<file path="config.mk">
export PLATFORM = sky130hd
export DESIGN_NAME = marker_pose_smoother_core_flat
export DESIGN_NICKNAME = d
export VERILOG_FILES = /design/src/rtl/mps_pkg.sv /design/src/rtl/mps_if.sv /design/src/rtl/mps_front.sv /design/src/rtl/mps_fifo.sv /design/src/rtl/mps_back.sv /design/src/rtl/marker_pose_smoother_core.sv /design/src/flat_wrapper.sv
export SDC_FILE = /design/constraint.sdc
export NUM_CORES = 2
export LEC_CHECK = 0
export ABC_AREA = 0
export BUFFER_PORTS_ARGS = -buffer_cell sky130_fd_sc_hd__buf_2
export CELL_PAD_IN_SITES_DETAIL_PLACEMENT = 1
export CELL_PAD_IN_SITES_GLOBAL_PLACEMENT = 2
export CORE_ASPECT_RATIO = 2
export CORE_MARGIN = 4
export CORE_UTILIZATION = 39
export CTS_BUF_LIST = sky130_fd_sc_hd__clkbuf_4 sky130_fd_sc_hd__clkbuf_8
export CTS_CLUSTER_SIZE = 20
export DETAILED_ROUTE_END_ITERATION = 8
export GPL_ROUTABILITY_DRIVEN = 0
export GPL_TIMING_DRIVEN = 0
export PLACE_DENSITY_LB_ADDON = 0.25
export SYNTH_ARGS = -nofsm -noshare
export SYNTH_HDL_FRONTEND = slang
export SYNTH_SLANG_ARGS = --single-unit
</file>
<file path="constraint.sdc">
create_clock -name clk_i -period 10.6 [get_ports clk_i]
set_clock_uncertainty 0.2 [all_clocks]
set_input_delay 2.65 -clock clk_i [delete_from_list [all_inputs] [get_ports clk_i]]
set_output_delay 2.65 -clock clk_i [all_outputs]
set_load 0.05 [all_outputs]
</file>
<file path="src/rtl/mps_pkg.sv">
`timescale 1ns / 1ps
package mps_pkg;

  localparam int CORDIC_ITERATIONS = 16;
  localparam int CORDIC_TABLE_LEN = 24;
  localparam int CORDIC_STEPS = (CORDIC_ITERATIONS < CORDIC_TABLE_LEN) ?
                                CORDIC_ITERATIONS : CORDIC_TABLE_LEN;
  localparam int CIW = $clog2(CORDIC_TABLE_LEN);
  localparam int DIV_STEPS = 32;
  localparam int CNT_W = $clog2(DIV_STEPS);
  localparam int MAC_STEPS = 6;
  localparam int FIFO_DEPTH = 2;
  localparam int FPW = $clog2(FIFO_DEPTH);
  localparam int FCW = $clog2(FIFO_DEPTH + 1);

  localparam int MA_W = 32;
  localparam int MB_W = 19;
  localparam int PROD_W = MA_W + MB_W;
  localparam int ACC_W = 53;
  localparam int CX_W = 27;
  localparam int HEAD_MAX = 46080;
  localparam int HALF_TURN_Q16 = 180 * 65536;

  localparam logic [2:0] REG_H00_H01 = 3'd0;
  localparam logic [2:0] REG_H02_H10 = 3'd1;
  localparam logic [2:0] REG_H11_H12 = 3'd2;
  localparam logic [2:0] REG_H20_H21 = 3'd3;
  localparam logic [2:0] REG_H22 = 3'd4;
  localparam logic [2:0] REG_ALPHA = 3'd5;

  typedef enum logic [2:0] {
    ST_IDLE,
    ST_MUL,
    ST_DSET,
    ST_DIV,
    ST_DFIN,
    ST_BLEND,
    ST_SAVE,
    ST_OUT
  } state_e;

  typedef struct packed {
    logic [17:0]        su;
    logic [17:0]        sv;
    logic signed [16:0] dx;
    logic signed [16:0] dy;
  } item_t;

  typedef struct packed {
    logic [63:0] h00_h01;
    logic [63:0] h02_h10;
    logic [63:0] h11_h12;
    logic [63:0] h20_h21;
    logic [31:0] h22;
    logic [16:0] alpha;
  } cfg_t;

  function automatic logic signed [CX_W-1:0] atan_deg(input logic [CIW-1:0] i);
    logic signed [CX_W-1:0] r;
    unique case (i)
      5'd0: r = 27'sd2949120;
      5'd1: r = 27'sd1740967;
      5'd2: r = 27'sd919879;
      5'd3: r = 27'sd466945;
      5'd4: r = 27'sd234379;
      5'd5: r = 27'sd117304;
      5'd6: r = 27'sd58666;
      5'd7: r = 27'sd29335;
      5'd8: r = 27'sd14668;
      5'd9: r = 27'sd7334;
      5'd10: r = 27'sd3667;
      5'd11: r = 27'sd1833;
      5'd12: r = 27'sd917;
      5'd13: r = 27'sd458;
      5'd14: r = 27'sd229;
      5'd15: r = 27'sd115;
      5'd16: r = 27'sd57;
      5'd17: r = 27'sd29;
      5'd18: r = 27'sd14;
      5'd19: r = 27'sd7;
      5'd20: r = 27'sd4;
      5'd21: r = 27'sd2;
      5'd22: r = 27'sd1;
      default: r = '0;
    endcase
    return r;
  endfunction

endpackage

</file>
<file path="src/rtl/mps_if.sv">
`timescale 1ns / 1ps
interface mps_in_if;
  logic        valid;
  logic        ready;
  logic        marker_found;
  logic [15:0] c0_x;
  logic [15:0] c0_y;
  logic [15:0] c1_x;
  logic [15:0] c1_y;
  logic [15:0] c2_x;
  logic [15:0] c2_y;
  logic [15:0] c3_x;
  logic [15:0] c3_y;
  modport source (output valid, marker_found, c0_x, c0_y, c1_x, c1_y, c2_x, c2_y,
                  c3_x, c3_y, input ready);
  modport sink (input valid, marker_found, c0_x, c0_y, c1_x, c1_y, c2_x, c2_y,
                c3_x, c3_y, output ready);
endinterface

interface mps_out_if;
  logic               valid;
  logic               ready;
  logic signed [31:0] world_x;
  logic signed [31:0] world_y;
  logic signed [16:0] heading;
  modport source (output valid, world_x, world_y, heading, input ready);
  modport sink (input valid, world_x, world_y, heading, output ready);
endinterface

</file>
<file path="src/rtl/mps_front.sv">
`timescale 1ns / 1ps
module mps_front import mps_pkg::*; (
  mps_in_if.sink in_i,
  input  logic   full_i,
  output logic   push_o,
  output item_t  item_o
);

  assign in_i.ready = !full_i;
  assign push_o = in_i.valid && !full_i && in_i.marker_found;

  assign item_o.su = 18'(in_i.c0_x) + 18'(in_i.c1_x) + 18'(in_i.c2_x) + 18'(in_i.c3_x);
  assign item_o.sv = 18'(in_i.c0_y) + 18'(in_i.c1_y) + 18'(in_i.c2_y) + 18'(in_i.c3_y);
  assign item_o.dx = $signed({1'b0, in_i.c1_x}) - $signed({1'b0, in_i.c0_x});
  assign item_o.dy = $signed({1'b0, in_i.c1_y}) - $signed({1'b0, in_i.c0_y});

endmodule

</file>
<file path="src/rtl/mps_fifo.sv">
`timescale 1ns / 1ps
module mps_fifo import mps_pkg::*; (
  input  logic  clk_i,
  input  logic  rst_ni,
  input  logic  push_i,
  input  item_t item_i,
  output logic  full_o,
  input  logic  pop_i,
  output logic  valid_o,
  output item_t item_o
);

  item_t          mem_q [FIFO_DEPTH];
  logic [FPW-1:0] wr_ptr_q, rd_ptr_q;
  logic [FCW-1:0] count_q;
  logic           do_pop;

  assign full_o  = (count_q == FCW'(FIFO_DEPTH));
  assign valid_o = (count_q != '0);
  assign item_o  = mem_q[rd_ptr_q];
  assign do_pop  = pop_i && valid_o;

  always_ff @(posedge clk_i or negedge rst_ni) begin
    if (!rst_ni) begin
      wr_ptr_q <= '0;
      rd_ptr_q <= '0;
      count_q  <= '0;
    end else begin
      if (push_i) begin
        wr_ptr_q <= (wr_ptr_q == FPW'(FIFO_DEPTH - 1)) ? '0 : wr_ptr_q + 1'b1;
      end
      if (do_pop) begin
        rd_ptr_q <= (rd_ptr_q == FPW'(FIFO_DEPTH - 1)) ? '0 : rd_ptr_q + 1'b1;
      end
      if (push_i && !do_pop) begin
        count_q <= count_q + 1'b1;
      end else if (do_pop && !push_i) begin
        count_q <= count_q - 1'b1;
      end
    end
  end

  always_ff @(posedge clk_i) begin
    if (push_i) begin
      mem_q[wr_ptr_q] <= item_i;
    end
  end

endmodule

</file>
<file path="src/rtl/mps_back.sv">
`timescale 1ns / 1ps
module mps_back import mps_pkg::*; (
  input  logic  clk_i,
  input  logic  rst_ni,
  input  cfg_t  cfg_i,
  input  logic  item_valid_i,
  input  item_t item_i,
  output logic  item_pop_o,
  mps_out_if.source out_o
);

  state_e state_q, state_d;
  logic [CNT_W-1:0] cnt_q;
  item_t item_q;

  logic signed [MA_W-1:0] h00, h01, h02, h10, h11, h12, h20, h21, h22;
  logic [16:0] alpha_c, alpha_inv;

  logic signed [MA_W-1:0]   mul_a;
  logic signed [MB_W-1:0]   mul_b;
  logic signed [PROD_W-1:0] prod_q;
  logic signed [ACC_W-1:0]  acc_q [3];
  logic [2:0]               acc_tmp;
  logic [1:0]               acc_idx;

  logic [ACC_W-1:0] rem_q [2];
  logic [ACC_W-1:0] den_q [2];
  logic [31:0]      qsh_q [2];
  logic             neg_q [2];
  logic             sat_q [2];
  logic signed [ACC_W-1:0] w_fix;
  logic [ACC_W-1:0] d_abs;
  logic [ACC_W-1:0] n_abs [2];
  logic [ACC_W:0]   r2 [2];
  logic             ge [2];
  logic signed [31:0] dres [2];

  logic signed [CX_W-1:0] cx_q, cy_q, cz_q;
  logic                   czero_q;
  logic signed [CX_W-1:0] cx_sh, cy_sh, cz_rnd, dx_s, dy_s;
  logic                   y_pos;
  logic signed [16:0]     head_new;

  logic signed [31:0] nx_q, ny_q;
  logic signed [16:0] nh_q;
  logic signed [31:0] smooth_x_q, smooth_y_q;
  logic signed [16:0] smooth_h_q;
  logic               started_q;

  assign h00 = cfg_i.h00_h01[63:32];
  assign h01 = cfg_i.h00_h01[31:0];
  assign h02 = cfg_i.h02_h10[63:32];
  assign h10 = cfg_i.h02_h10[31:0];
  assign h11 = cfg_i.h11_h12[63:32];
  assign h12 = cfg_i.h11_h12[31:0];
  assign h20 = cfg_i.h20_h21[63:32];
  assign h21 = cfg_i.h20_h21[31:0];
  assign h22 = cfg_i.h22;
  assign alpha_c   = (cfg_i.alpha > 17'd65536) ? 17'd65536 : cfg_i.alpha;
  assign alpha_inv = 17'd65536 - alpha_c;

  assign acc_tmp = cnt_q[2:0] - 3'd1;
  assign acc_idx = acc_tmp[2:1];

  always_comb begin
    mul_a = '0;
    mul_b = '0;
    if (state_q == ST_MUL) begin
      unique case (cnt_q[2:0])
        3'd0: begin mul_a = h00; mul_b = $signed({1'b0, item_q.su}); end
        3'd1: begin mul_a = h01; mul_b = $signed({1'b0, item_q.sv}); end
        3'd2: begin mul_a = h10; mul_b = $signed({1'b0, item_q.su}); end
        3'd3: begin mul_a = h11; mul_b = $signed({1'b0, item_q.sv}); end
        3'd4: begin mul_a = h20; mul_b = $signed({1'b0, item_q.su}); end
        3'd5: begin mul_a = h21; mul_b = $signed({1'b0, item_q.sv}); end
        default: begin mul_a = '0; mul_b = '0; end
      endcase
    end else if (state_q == ST_BLEND) begin
      unique case (cnt_q[2:0])
        3'd0: begin mul_a = nx_q; mul_b = $signed({2'b00, alpha_c}); end
        3'd1: begin mul_a = smooth_x_q; mul_b = $signed({2'b00, alpha_inv}); end
        3'd2: begin mul_a = ny_q; mul_b = $signed({2'b00, alpha_c}); end
        3'd3: begin mul_a = smooth_y_q; mul_b = $signed({2'b00, alpha_inv}); end
        3'd4: begin
          mul_a = {{(MA_W-17){nh_q[16]}}, nh_q};
          mul_b = $signed({2'b00, alpha_c});
        end
        3'd5: begin
          mul_a = {{(MA_W-17){smooth_h_q[16]}}, smooth_h_q};
          mul_b = $signed({2'b00, alpha_inv});
        end
        default: begin mul_a = '0; mul_b = '0; end
      endcase
    end
  end

  // Divider: magnitudes, the restoring step compare, and the result with its sign and overflow saturation.
  always_comb begin
    w_fix = (acc_q[2] == '0) ? ACC_W'(1) : acc_q[2];
    d_abs = w_fix[ACC_W-1] ? ACC_W'(-w_fix) : w_fix;
    for (int l = 0; l < 2; l++) begin
      n_abs[l] = acc_q[l][ACC_W-1] ? ACC_W'(-acc_q[l]) : acc_q[l];
      r2[l] = {rem_q[l], qsh_q[l][31]};
      ge[l] = (r2[l] >= {1'b0, den_q[l]});
      if (sat_q[l]) begin
        dres[l] = neg_q[l] ? 32'sh8000_0000 : 32'sh7fff_ffff;
      end else if (neg_q[l]) begin
        dres[l] = (qsh_q[l] > 32'h8000_0000) ? 32'sh8000_0000 : -$signed(qsh_q[l]);
      end else begin
        dres[l] = qsh_q[l][31] ? 32'sh7fff_ffff : $signed(qsh_q[l]);
      end
    end
  end

  assign dx_s = {{(CX_W-25){item_q.dx[16]}}, item_q.dx, 8'b0};
  assign dy_s = {{(CX_W-25){item_q.dy[16]}}, item_q.dy, 8'b0};
  assign cx_sh = cx_q >>> cnt_q[CIW-1:0];
  assign cy_sh = cy_q >>> cnt_q[CIW-1:0];
  assign y_pos = !cy_q[CX_W-1] && (cy_q != '0);
  assign cz_rnd = (cz_q + CX_W'(128)) >>> 8;

  always_comb begin
    if (czero_q) begin
      head_new = '0;
    end else if (cz_rnd > $signed(CX_W'(HEAD_MAX))) begin
      head_new = 17'(HEAD_MAX);
    end else if (cz_rnd < -$signed(CX_W'(HEAD_MAX))) begin
      head_new = -$signed(17'(HEAD_MAX));
    end else begin
      head_new = cz_rnd[16:0];
    end
  end

  always_comb begin
    state_d = state_q;
    unique case (state_q)
      ST_IDLE:  if (item_valid_i) state_d = ST_MUL;
      ST_MUL:   if (cnt_q == CNT_W'(MAC_STEPS)) state_d = ST_DSET;
      ST_DSET:  state_d = ST_DIV;
      ST_DIV:   if (cnt_q == CNT_W'(DIV_STEPS - 1)) state_d = ST_DFIN;
      ST_DFIN:  state_d = started_q ? ST_BLEND : ST_OUT;
      ST_BLEND: if (cnt_q == CNT_W'(MAC_STEPS)) state_d = ST_SAVE;
      ST_SAVE:  state_d = ST_OUT;
      ST_OUT:   if (out_o.ready) state_d = ST_IDLE;
      default:  state_d = ST_IDLE;
    endcase
  end

  always_comb begin
    item_pop_o    = (state_q == ST_IDLE);
    out_o.valid   = (state_q == ST_OUT);
    out_o.world_x = smooth_x_q;
    out_o.world_y = smooth_y_q;
    out_o.heading = smooth_h_q;
  end

  always_ff @(posedge clk_i or negedge rst_ni) begin
    if (!rst_ni) begin
      state_q    <= ST_IDLE;
      cnt_q      <= '0;
      started_q  <= 1'b0;
      smooth_x_q <= '0;
      smooth_y_q <= '0;
      smooth_h_q <= '0;
    end else begin
      state_q <= state_d;
      if (state_q != state_d) begin
        cnt_q <= '0;
      end else begin
        cnt_q <= cnt_q + 1'b1;
      end
      if (state_q == ST_DFIN && !started_q) begin
        started_q  <= 1'b1;
        smooth_x_q <= dres[0];
        smooth_y_q <= dres[1];
        smooth_h_q <= head_new;
      end
      if (state_q == ST_SAVE) begin
        smooth_x_q <= 32'(acc_q[0] >>> 16);
        smooth_y_q <= 32'(acc_q[1] >>> 16);
        smooth_h_q <= 17'(acc_q[2] >>> 16);
      end
    end
  end

  always_ff @(posedge clk_i) begin
    prod_q <= mul_a * mul_b;
    if (state_q == ST_IDLE && item_valid_i) begin
      item_q   <= item_i;
      acc_q[0] <= {{(ACC_W-MA_W-6){h02[MA_W-1]}}, h02, 6'b0};
      acc_q[1] <= {{(ACC_W-MA_W-6){h12[MA_W-1]}}, h12, 6'b0};
      acc_q[2] <= {{(ACC_W-MA_W-6){h22[MA_W-1]}}, h22, 6'b0};
    end
    if ((state_q == ST_MUL || state_q == ST_BLEND) && cnt_q != '0) begin
      acc_q[acc_idx] <= acc_q[acc_idx] + {{(ACC_W-PROD_W){prod_q[PROD_W-1]}}, prod_q};
    end
    if (state_q == ST_DSET) begin
      for (int l = 0; l < 2; l++) begin
        den_q[l] <= d_abs;
        neg_q[l] <= acc_q[l][ACC_W-1] ^ w_fix[ACC_W-1];
        sat_q[l] <= ({16'b0, n_abs[l]} >= {d_abs, 16'b0});
        rem_q[l] <= n_abs[l] >> 16;
        qsh_q[l] <= {n_abs[l][15:0], 16'b0};
      end
      czero_q <= (item_q.dx == '0) && (item_q.dy == '0);
      if (item_q.dx[16]) begin
        cx_q <= -dx_s;
        cy_q <= -dy_s;
        cz_q <= item_q.dy[16] ? -$signed(CX_W'(HALF_TURN_Q16)) : $signed(CX_W'(HALF_TURN_Q16));
      end else begin
        cx_q <= dx_s;
        cy_q <= dy_s;
        cz_q <= '0;
      end
    end
    if (state_q == ST_DIV) begin
      for (int l = 0; l < 2; l++) begin
        rem_q[l] <= ge[l] ? ACC_W'(r2[l] - {1'b0, den_q[l]}) : r2[l][ACC_W-1:0];
        qsh_q[l] <= {qsh_q[l][30:0], ge[l]};
      end
      if (cnt_q < CNT_W'(CORDIC_STEPS)) begin
        if (y_pos) begin
          cx_q <= cx_q + cy_sh;
          cy_q <= cy_q - cx_sh;
          cz_q <= cz_q + atan_deg(cnt_q[CIW-1:0]);
        end else begin
          cx_q <= cx_q - cy_sh;
          cy_q <= cy_q + cx_sh;
          cz_q <= cz_q - atan_deg(cnt_q[CIW-1:0]);
        end
      end
    end
    if (state_q == ST_DFIN) begin
      nx_q <= dres[0];
      ny_q <= dres[1];
      nh_q <= head_new;
      for (int l = 0; l < 3; l++) begin
        acc_q[l] <= ACC_W'(32768);
      end
    end
  end

endmodule

</file>
<file path="src/rtl/marker_pose_smoother_core.sv">
`timescale 1ns / 1ps
// An accepted word with the marker present yields one result (the first sample loads the
// smoothing state directly and skips the blend). The back end takes one word at a time and
// no new word until its result is taken: homography products on one shared multiplier,
// then 32 restoring divider steps with the CORDIC in parallel, then the blending. Words
// without the marker are dropped at the input and never reach the back end.
// A two-entry queue lets the input side keep accepting while the back end works.
// Reset clears the smoothing state and loads the identity homography and alpha 0.25.
module marker_pose_smoother_core import mps_pkg::*; (
  input  logic        clk_i,
  input  logic        rst_ni,
  input  logic        cfg_we_i,
  input  logic [2:0]  cfg_idx_i,
  input  logic [63:0] cfg_data_i,
  mps_in_if.sink      in_i,
  mps_out_if.source   out_o
);

  cfg_t  cfg_q;
  logic  push, full, pop, q_valid;
  item_t push_item, q_item;

  always_ff @(posedge clk_i or negedge rst_ni) begin
    if (!rst_ni) begin
      cfg_q.h00_h01 <= 64'h0001_0000_0000_0000;
      cfg_q.h02_h10 <= '0;
      cfg_q.h11_h12 <= 64'h0001_0000_0000_0000;
      cfg_q.h20_h21 <= '0;
      cfg_q.h22     <= 32'h0001_0000;
      cfg_q.alpha   <= 17'd16384;
    end else if (cfg_we_i) begin
      unique case (cfg_idx_i)
        REG_H00_H01: cfg_q.h00_h01 <= cfg_data_i;
        REG_H02_H10: cfg_q.h02_h10 <= cfg_data_i;
        REG_H11_H12: cfg_q.h11_h12 <= cfg_data_i;
        REG_H20_H21: cfg_q.h20_h21 <= cfg_data_i;
        REG_H22:     cfg_q.h22 <= cfg_data_i[31:0];
        REG_ALPHA:   cfg_q.alpha <= cfg_data_i[16:0];
        default:     cfg_q <= cfg_q;
      endcase
    end
  end

  mps_front u_front (
    .in_i   (in_i),
    .full_i (full),
    .push_o (push),
    .item_o (push_item)
  );

  mps_fifo u_fifo (
    .clk_i   (clk_i),
    .rst_ni  (rst_ni),
    .push_i  (push),
    .item_i  (push_item),
    .full_o  (full),
    .pop_i   (pop),
    .valid_o (q_valid),
    .item_o  (q_item)
  );

  mps_back u_back (
    .clk_i        (clk_i),
    .rst_ni       (rst_ni),
    .cfg_i        (cfg_q),
    .item_valid_i (q_valid),
    .item_i       (q_item),
    .item_pop_o   (pop),
    .out_o        (out_o)
  );

  a_no_overflow: assert property (@(posedge clk_i) disable iff (!rst_ni)
    push |-> !full) else $error("queue written while full");

  a_absent_dropped: assert property (@(posedge clk_i) disable iff (!rst_ni)
    (in_i.valid && in_i.ready && !in_i.marker_found) |-> !push)
    else $error("word without marker entered the queue");

  a_one_at_a_time: assert property (@(posedge clk_i) disable iff (!rst_ni)
    (pop && q_valid) |=> !pop) else $error("back end took a second word while busy");

endmodule
</file>
<file path="src/flat_wrapper.sv">
// flat-port wrapper written by rule: the top's interface ports become plain ports
module marker_pose_smoother_core_flat import mps_pkg::*;
  (clk_i, rst_ni, cfg_we_i, cfg_idx_i, cfg_data_i, in_i_valid, in_i_marker_found, in_i_c0_x, in_i_c0_y, in_i_c1_x, in_i_c1_y, in_i_c2_x, in_i_c2_y, in_i_c3_x, in_i_c3_y, in_i_ready, out_o_valid, out_o_world_x, out_o_world_y, out_o_heading, out_o_ready);
  mps_in_if in_i_i ();
  mps_out_if out_o_i ();
  input  logic clk_i;
  input  logic rst_ni;
  input  logic cfg_we_i;
  input  logic [2:0] cfg_idx_i;
  input  logic [63:0] cfg_data_i;
  input wire logic [$bits(in_i_i.valid)-1:0] in_i_valid;
  input wire logic [$bits(in_i_i.marker_found)-1:0] in_i_marker_found;
  input wire logic [$bits(in_i_i.c0_x)-1:0] in_i_c0_x;
  input wire logic [$bits(in_i_i.c0_y)-1:0] in_i_c0_y;
  input wire logic [$bits(in_i_i.c1_x)-1:0] in_i_c1_x;
  input wire logic [$bits(in_i_i.c1_y)-1:0] in_i_c1_y;
  input wire logic [$bits(in_i_i.c2_x)-1:0] in_i_c2_x;
  input wire logic [$bits(in_i_i.c2_y)-1:0] in_i_c2_y;
  input wire logic [$bits(in_i_i.c3_x)-1:0] in_i_c3_x;
  input wire logic [$bits(in_i_i.c3_y)-1:0] in_i_c3_y;
  output wire logic [$bits(in_i_i.ready)-1:0] in_i_ready;
  output wire logic [$bits(out_o_i.valid)-1:0] out_o_valid;
  output wire logic [$bits(out_o_i.world_x)-1:0] out_o_world_x;
  output wire logic [$bits(out_o_i.world_y)-1:0] out_o_world_y;
  output wire logic [$bits(out_o_i.heading)-1:0] out_o_heading;
  input wire logic [$bits(out_o_i.ready)-1:0] out_o_ready;
  assign in_i_i.valid = in_i_valid;
  assign in_i_i.marker_found = in_i_marker_found;
  assign in_i_i.c0_x = in_i_c0_x;
  assign in_i_i.c0_y = in_i_c0_y;
  assign in_i_i.c1_x = in_i_c1_x;
  assign in_i_i.c1_y = in_i_c1_y;
  assign in_i_i.c2_x = in_i_c2_x;
  assign in_i_i.c2_y = in_i_c2_y;
  assign in_i_i.c3_x = in_i_c3_x;
  assign in_i_i.c3_y = in_i_c3_y;
  assign in_i_ready = in_i_i.ready;
  assign out_o_valid = out_o_i.valid;
  assign out_o_world_x = out_o_i.world_x;
  assign out_o_world_y = out_o_i.world_y;
  assign out_o_heading = out_o_i.heading;
  assign out_o_i.ready = out_o_ready;
  marker_pose_smoother_core u_core (.clk_i(clk_i), .rst_ni(rst_ni), .cfg_we_i(cfg_we_i), .cfg_idx_i(cfg_idx_i), .cfg_data_i(cfg_data_i), .in_i(in_i_i), .out_o(out_o_i));
endmodule
</file>
==> flow_metrics.py <==
metrics = {
    "global_route": {
        "grt_pass1_wl_microns": 741000,
        "grt_max_degree": 115,
        "overflow": 0,
        "grt_usage_pct": 39.3,
        "grt_antenna_before_repair": 136,
        "grt_pass1_vias": 98300,
    },
    "detailed_routing": {
        "viasPerCell": 6.16,
        "met2_length_microns": 254000,
        "wl_met1_microns": 150000,
        "via_count": 90500,
        "detailroute.wirelength.met3_microns": 44900,
        "finalWirelength_microns": 528000,
        "post_drt_wl_per_cell_microns": 36.0,
        "top_layer": "met5",
        "drt_iter0_drc": 7728,
        "drc_errors": 0,
        "drtPass1Iterations": 8,
        "ant_nets": 0,
    },
    "sta": {
        "fmax_mhz": 94.9,
        "setup_viol": 0,
        "period_share_pct": 99.4,
        "period_needed_ps": 10540,
        "fin_ws_ps": 63.7,
        "final_max_slew_viol_count": 78,
        "tightest_slew_ps": 1690,
        "timing.slew.headroom_pct": -12.7,
        "hold_viol_final": 0,
    },
    "setup_path": {
        "crit_path_frequent_cell": "fa_1",
        "cp_data_arrival_time_ps": 11160,
        "slowest_stage": "or3_1",
        "critPathMaxFanout": 10,
        "path_delay_family": "adder cells",
        "startpoint_type": "register",
        "worstSetupPathType": "register to register",
        "required_ps": 11230,
        "cp_num_buf_inv": 11,
        "critPathCaptureType": "register",
        "cp_slowest_stage_delay_ps": 610,
    },
    "synthesis": {
        "ys_seq_area_share_pct": 34.2,
        "synth-edff-count": 731,
        "async_flop_share_pct": 31.6,
        "syn_area_per_cell_sq_um": 9.71,
        "ys_ff_latch": 1262,
        "yosysWarnings": 0,
        "syn_inst": 10400,
        "synth_nets": 11800,
        "synth.distinct_cells": 96,
        "synth_area_sq_um": 101000,
        "synth_ff_type": "edfxtp_1",
    },
    "outcome": {
        "violations": "capacitance limit, slew limit",
        "outcome": "finished, violations left",
    },
    "place": {
        "hpwlAfterDp_microns": 424000,
        "place_ws_ps": -5650,
        "post_dp_cell_area_sq_um": 108000,
        "port_buffers": 281,
    },
    "die": {
        "chipWidth_microns": 368,
        "fp-row-count": 264,
        "start_util_pct": 39.2,
        "die_h_microns": 728,
        "io_pins": 284,
        "dieArea_sq_um": 268000,
        "design.core.area_sq_um": 258000,
    },
    "min_path": {
        "hold_path.class": "register to register",
    },
    "flow_run": {
        "maxCapViolCount": 10,
    },
    "finish": {
        "drive_gt1_share_pct": 15.2,
        "fillCellCount": 29300,
        "area_growth_pct": 13.1,
        "nets": 12300,
        "fin_area_sq_um": 114000,
    },
    "cts": {
        "cts_tree": "done",
        "ctsHtreeMaxLevel": 4,
        "cts_sinks": 1262,
        "path_clk_slew_ps": 70,
        "clk_latency_ps": 1050,
        "cts_buffer_depth": 4,
        "cts-root-buf": "clkbuf_8",
        "cts_made_buffers": 196,
    },
}
flip-flops by register name, indices dropped and copies added, names as in the netlist, 36 cells and up:
register              cells
u_core.cfg_q            305
u_core.u_back.acc_q     212
u_core.u_fifo.mem_q     140
u_core.u_back.rem_q     106
u_core.u_back.qsh_q      64
u_core.u_back.den_q      53
u_core.u_back.prod_q     51
u_core.u_back.item_q     36
path summary, 6_finish.rpt:
check                                                 startpoint                                    endpoint  slack [ps]  cells past startpoint
worst max-delay path            u_core.u_back.cnt_q[0]$_DFF_PN0_            u_core.u_back.prod_q[49]$_DFF_P_          60                     32
worst min-delay path               u_core.u_back.cz_q[3]$_DFF_P_               u_core.u_back.cz_q[3]$_DFF_P_         260                      2
worst max register to register  u_core.u_back.cnt_q[0]$_DFF_PN0_            u_core.u_back.prod_q[49]$_DFF_P_          60                     32
worst min register to register     u_core.u_back.cz_q[3]$_DFF_P_               u_core.u_back.cz_q[3]$_DFF_P_         260                      2
max in group asynchronous                                 rst_ni                u_core.cfg_q[36]$_DFFE_PN0P_        6950                      4
min in group asynchronous                                 rst_ni  u_core.u_back.out_o.heading[8]$_DFFE_PN0P_        1470                      2
placed cells by master (no fill, tap or decap), types with 74 or more instances in the layout:
| master | count |
|---|---|
| dfxtp_1 | 132 |
| nand3_1 | 253 |
| edfxtp_1 | 731 |
| clkbuf_8 | 240 |
| nand2_1 | 1011 |
| diode_2 | 80 |
| dfrtp_1 | 391 |
| nor2_1 | 864 |
| fa_1 | 629 |
| buf_2 | 308 |
| a21oi_1 | 531 |
| nand2b_1 | 89 |
| ha_1 | 521 |
| a31oi_1 | 103 |
| inv_1 | 1026 |
| mux2_2 | 475 |
| xnor2_1 | 325 |
| mux4_2 | 114 |
| o21ai_0 | 531 |
| nand4_1 | 74 |
| a22oi_1 | 109 |
| clkbuf_1 | 300 |
| nor2b_1 | 90 |
| xor2_1 | 199 |
| a21o_1 | 226 |
| nor3_1 | 171 |
worst min-delay path, delay by kind of cell (launching register included):
family,cells,cell delay [ps]
DFF,1,320
and+or+nand+nor,2,100
logic make-up after synthesis:
family,synth area share [%]
AND/OR/NAND/NOR,13.7
AO/OA/AOI/OAI,14.3
buffers and inverters,5.78
flip-flops,34.2
adder cells (fa/ha/maj),19.0
multiplexers,8.39
XOR/XNOR,4.69
routing by layer:
layer | up-vias | track usage [%]
met3 | 2505 | 13.4
met4 | 68 | 45.2
li1 | 37800 | -
met5 | - | 0
met1 | 45400 | 33.9
met2 | 4675 | 66.2
stage by stage:
step | setup TNS [ps] | cells | hold WS, ps | utilization, %
after CTS | 0 | 14600 | 259 | 44.0
after floorplan | 0 | 10400 | 234 | -
after global routing | -93.8 | 14600 | 292 | 44.3
final | 0 | 14700 | 259 | 44.3
after global placement | -1563200 | 14200 | 243 | 41.4
after detailed placement | -147310 | 14200 | 249 | 41.8
cell usage after synthesis, drive strengths merged, types with 204 or more instances:
library cell  count  area [sq um]
a21o            231          1730
a21oi           556          2780
clkbuf          421          1580
dfrtp           395          9880
edfxtp          731         22000
fa              629         12600
ha              529          6620
inv            1032          3870
mux2            475          5350
nand2          1018          3820
nand3           256          1280
nor2            870          3270
o21ai           554          2770
xnor2           338          2960
xor2            204          1790
area by class of cell:
type                    instances  area [sq um]  share of cell area, %
inverters                    1033          3890                   3.40
plain buffers                 493          2440                   2.13
diodes                         80           200                  0.175
repair buffers                382          2780                   2.42
well taps                    3458          4330                   3.78
clock inverters                90           805                  0.703
multi-input cells            7615         62100                   54.2
clock buffers                 263          3400                   2.97
flip-flops and latches       1262         34600                   30.2
what timing repair did:
action                     CTS  global route
hold buffers                 0             0
gates resized for setup    358            95
pin swaps                   21            16
setup endpoints to repair   45            14
setup buffers               25            14
Power is left out: the tool's default activity adds up to more than one toggle a clock period on the data nets, which glitch-free logic cannot reach.
